[config.mk]
export PLATFORM = sky130hd
export DESIGN_NAME = lla_row_ram
export DESIGN_NICKNAME = d
export VERILOG_FILES = /design/src/lla_row_ram.sv
export SDC_FILE = /design/constraint.sdc
export NUM_CORES = 2
export LEC_CHECK = 0
export BUFFER_PORTS_ARGS = -buffer_cell sky130_fd_sc_hd__buf_4
export CORE_UTILIZATION = 57
export CTS_CLUSTER_DIAMETER = 40
export DETAILED_ROUTE_END_ITERATION = 7
export HOLD_SLACK_MARGIN = 0.1
export PLACE_DENSITY = 0.76
export SYNTH_ARGS = -nofsm -noshare
export SYNTH_HDL_FRONTEND = slang
export SYNTH_SLANG_ARGS = --single-unit
[constraint.sdc]
create_clock -name clk_i -period 6 [get_ports clk_i]
set_input_delay 0.6 -clock clk_i [delete_from_list [all_inputs] [get_ports clk_i]]
set_output_delay 0.6 -clock clk_i [all_outputs]
set_load 0.03 [all_outputs]
[src/lla_row_ram.sv]
// Generic single-port-write, single-port-read RAM with registered read data.
module lla_row_ram #(
  parameter int unsigned Depth = 64,
  parameter int unsigned Width = 64
) (
  input  logic                     clk_i,
  input  logic                     we_i,
  input  logic [$clog2(Depth)-1:0] waddr_i,
  input  logic [Width-1:0]         wdata_i,
  input  logic [$clog2(Depth)-1:0] raddr_i,
  output logic [Width-1:0]         rdata_o
);

  logic [Width-1:0] mem_q [Depth];

  // Write one row and read one row into a register
  always_ff @(posedge clk_i) begin
    if (we_i) begin
      mem_q[waddr_i] <= wdata_i;
    end
    rdata_o <= mem_q[raddr_i];
  end

endmodule

======== Word level (Yosys, flattened, before mapping) ========
Memory sizes are Yosys's and may differ from the RTL's. A register that Yosys moved wholly into a read port is not among the register bits.
Index checks and enable logic that the tools add are counted.
storage, ports and cells
  memories ................................ 1
  RAM bits ................................ 4096
  register bits after elaboration ......... 0
  input bits .............................. 78
  output and inout port bits .............. 64
  word-level logic and storage cells ...... 3
memory list
  name   words  bits a word  rd ports  clocked after Yosys merged registers in  wr ports  line  source
  mem_q  64     64           1         1                                        1         14    logic [Width-1:0] mem_q [Depth];
operators by class
  multiplexer cells ....................... 2
operators by type and width
  cell    count
  $mux 1  2

======== Logic depth before layout (Yosys ltp) ========
  word-level depth ........................ 2
  gate-level depth with buffers ........... 9
  depth with buffers taken out ............ 5

======== Worst setup path after synthesis ========
OpenSTA, ideal clock, no wires.
  path type ............................... input port to flip-flop
  start ................................... in waddr_i[3]
  end ..................................... mem mem_q[48][0] (enable)
  arrival time ............................ 5.472 ns
  required time ........................... 5.436 ns
  setup time .............................. 0.564 ns
  stages on the path ...................... 4
  path buffers ............................ 1
  setup slack ............................. -0.036 ns
  path through ............................ clkbuf_1 > nor2b_1 > nand4b_1 > nor3_1
RTL lines
  item                line  source
  start: declaration  8     input logic [$clog2(Depth)-1:0] waddr_i,
  end: declaration    14
Straight into the memory's write port.

==> results by group <==
Status
  – Run status: completed

Critical path
  – WP data required: between 6 and 7 ns
  – Crit path cell chain: buf_16 -> buf_12 -> mux4_2 -> mux2i_1 -> nand2_1 -> a41oi_1 -> a211oi_1
  – Setup CP Type: input port to flop
  – Peak fanout along the critical path: between 100 and 150
  – Worst Path Arrival: approximately 3.7 ns
  – Worst setup EP type: flop
  – Crit-path slowest cell: buf_12
  – Crit-path leading delay family: buffers and inverters
  – Slowest stage delay, CP: 0.68 ns
  – Worst setup SP type: input port
  – CP bufs+invs: 2

Synthesis
  – Synth area leaders: edfxtp_1 79%, mux4_2 15%, mux2i_1 0.86%, dfxtp_1 0.82%, a22oi_1 0.81%
  – Synth Warn #: 0
  – Post-synth EDFFs: 4096
  – Multiplexer share of the synthesized area: approximately 16%
  – Post-synth top area cell: edfxtp_1
  – Synthesized Nets: 6676
  – Yosys top cell area share: about four fifths
  – Seq/Total Area, Yosys: between 70% and 80%
  – Synth Register Bits: roughly 4200
  – Post-synth cell types: 33
  – Ys flop type: edfxtp_1
  – Post-Synth XOR/XNOR Area: 0%
  – FFs w/ async S/R, synth: 0%
  – Synth Instances: roughly 6600
  – Complex-gate fraction of the synthesized area: roughly 2.5%
  – Simple-Gate Fraction of Synth Area: 1.240%
  – Syn_area_per_cell: 23.70 um2
  – Post-Synth Adder-Cell Area: 0%
  – Post-Syn Area: roughly 160000 um2
  – Combinational family with the most area after synthesis: multiplexers

Place
  – Port bufs: between 100 and 150
  – Placed insts: roughly 10000
  – Post-DP HPWL: roughly 220 mm
  – GPL Wtd Cong: 0.8161

Timing
  – Fin. Hold Viols: 0
  – Setup_tns: 0 ns
  – Final Cycle Share: 49.00%
  – Min Tclk post-route: slightly below 3 ns
  – Worst-margin pin slew: 1.461 ns
  – Worst hold margin: between 0.15 and 0.2 ns
  – Max Slew Vio Count: 0
  – Final setup viols: 0
  – Relative slew margins: 2.370%
  – Fmax: between 300 and 400 MHz
  – Setup Skew: between 0.05 and 0.06 ns
  – Unrepaired setup endpoints after global routing: no

Finish
  – Fillers: between 15000 and 20000
  – Commonest non-fill, non-tap cell in the layout: edfxtp_1
  – Final non-filler cell total: 11010
  – Final layout net count: roughly 7000
  – Layout cells sized above 1: roughly 30%
  – Area growth syn-to-layout: 14.23%
  – Commonest cells after routing, fill and taps aside: 4096 x edfxtp_1, 1024 x mux4_2, 468 x clkbuf_16

Global route
  – Global route overflow: 0
  – Vias in the first global route: roughly 80000
  – GR Util met2: between 40% and 50%
  – Most Crowded Layer GR: met2
  – Global routing met1 resource utilization: 41.75%
  – Largest net degree at the start of global routing: approximately 110
  – Total global-route track usage: 31.60%
  – Met3 usage: 7.992%
  – Initial antenna violation count: 32
  – First-pass GRT wire length: slightly above 600 mm

Clock tree
  – Worst-Skew Late Latency: 0.95 ns
  – Worst-path clk slew: around 0.060 ns
  – Hold_buf cts: 0
  – Clock Root Buffer: clkbuf_16
  – CTS tree: built
  – Post-CTS sizing: 0
  – H-tree level count: 5
  – CTS buffer count: 462
  – Post-CTS Setup Inserts: 0
  – Clock tree sinks: 4160
  – CTS Buffer Depth: 4

Drt
  – Post-DR wirelength/cell: 39.46 um
  – DRC viols: 0
  – Vias: 78760
  – DRT Wirelength: around 430 mm
  – Drt first pass iters: 6
  – Via/cell ratio: between 7 and 8
  – Routed Antenna Nets: 0
  – DRT iter0 DRCs: 12750

Floorplanning
  – Die Span X: between 500 and 600 um
  – Starting density of the core: 57.54%
  – Core area: 271700 um2
  – Die ar.: 276400 um2
  – Rows: 191
  – # IOs: between 100 and 150
  – Die Ht: around 530 um

Hold path
  – Worst hold path class: input port to flop

Pwr
  – Switching share of power: between 20% and 30%
  – Leakage: between 50 and 60 nW
  – Seq pwr share: about half
  – Peak supply drop: about 0.30 mV
  – PD cells: about 360 nW/um2
  – Clk pwr share: between 40% and 50%
  – Comb pwr share: under 10%
  – Net Switching: around 0.014 W
  – Pint: roughly 0.05 W

Job
  – Max Cap Viol: 0
-- Yosys cell counts, drive strengths merged, types with 63 or more instances --
cell,n
edfxtp,4096
mux4,1024
buf,230
a22oi,168
clkbuf,140
mux2i,135
nor2,112
a22o,88
o22ai,83
and3,64
dfxtp,64
a211oi,63
-- stage by stage --
stage | area (um2) | util [%] | setup WS, ns | total power, W
6_report | 178600 | 65.73 | 3.060 | 0.06438
5_1_grt | 178600 | 65.72 | 2.904 | 0.06568
4_1_cts | 178500 | 65.71 | 2.972 | 0.06444
3_5_place_dp | 162700 | 59.89 | 2.124 | 0.03582
3_3_place_gp | 162700 | 59.89 | 2.147 | 0.03575
2_1_floorplan | 156400 | - | 1.370 | 0.03448
-- logic make-up (layout without fill, tap and decap cells) --
logic type / Yosys count / after routing
simple gates: 386 / 386
buf+inv: 389 / 1212
mux: 1159 / 1159
compound gates: 504 / 504
other cells: 0 / 19
flops: 4160 / 4160
-- power groups by stage --
stage | registers, W | clock network (W) | logic [W]
final | 0.0324 | 0.0291 | 0.00294
after global routing | 0.0324 | 0.0303 | 0.00303
after CTS | 0.0324 | 0.0292 | 0.00291
after detailed placement | 0.0330 | 0 | 0.00286
after global placement | 0.0330 | 0 | 0.00279
after floorplan | 0.0330 | 0 | 0.00150
-- per-layer routing --
metal  share of wire, %  up-vias
met5              0.027        -
met4                5.8       16
met3                 14     1278
met2                 47     6871
met1                 33    41160
li1                   -    29430
-- final timing paths --
check | from | endpoint | slack (ns) | cells past startpoint
max reg2reg | mem_q[10][62] | rdata_o[62] | 3.79 | 5
min | wdata_i[5] | mem_q[23][5] | 0.18 | 1
max | raddr_i[0] | rdata_o[36] | 3.06 | 7
min reg2reg | mem_q[61][28] | rdata_o[28] | 0.85 | 4
-- registers in the layout, summed over array words and instances (netlist names) --
signal and cells:
rdata_o 64, mem_q 4096
-- cell type report --
| cell class | instances | area, um2 | area share [%] |
|---|---|---|---|
| clock inverter | 326 | 3747 | 2.098 |
| tap | 3570 | 4467 | 2.501 |
| clock buffer | 527 | 12060 | 6.754 |
| antenna | 19 | 47.55 | 0.02662 |
| inverter | 19 | 71.32 | 0.03993 |
| timing repair buffer | 340 | 3126 | 1.750 |
| multi-input combinational | 2049 | 30790 | 17.24 |
| sequential | 4160 | 124300 | 69.59 |
Power figures use the tool's default switching activity.
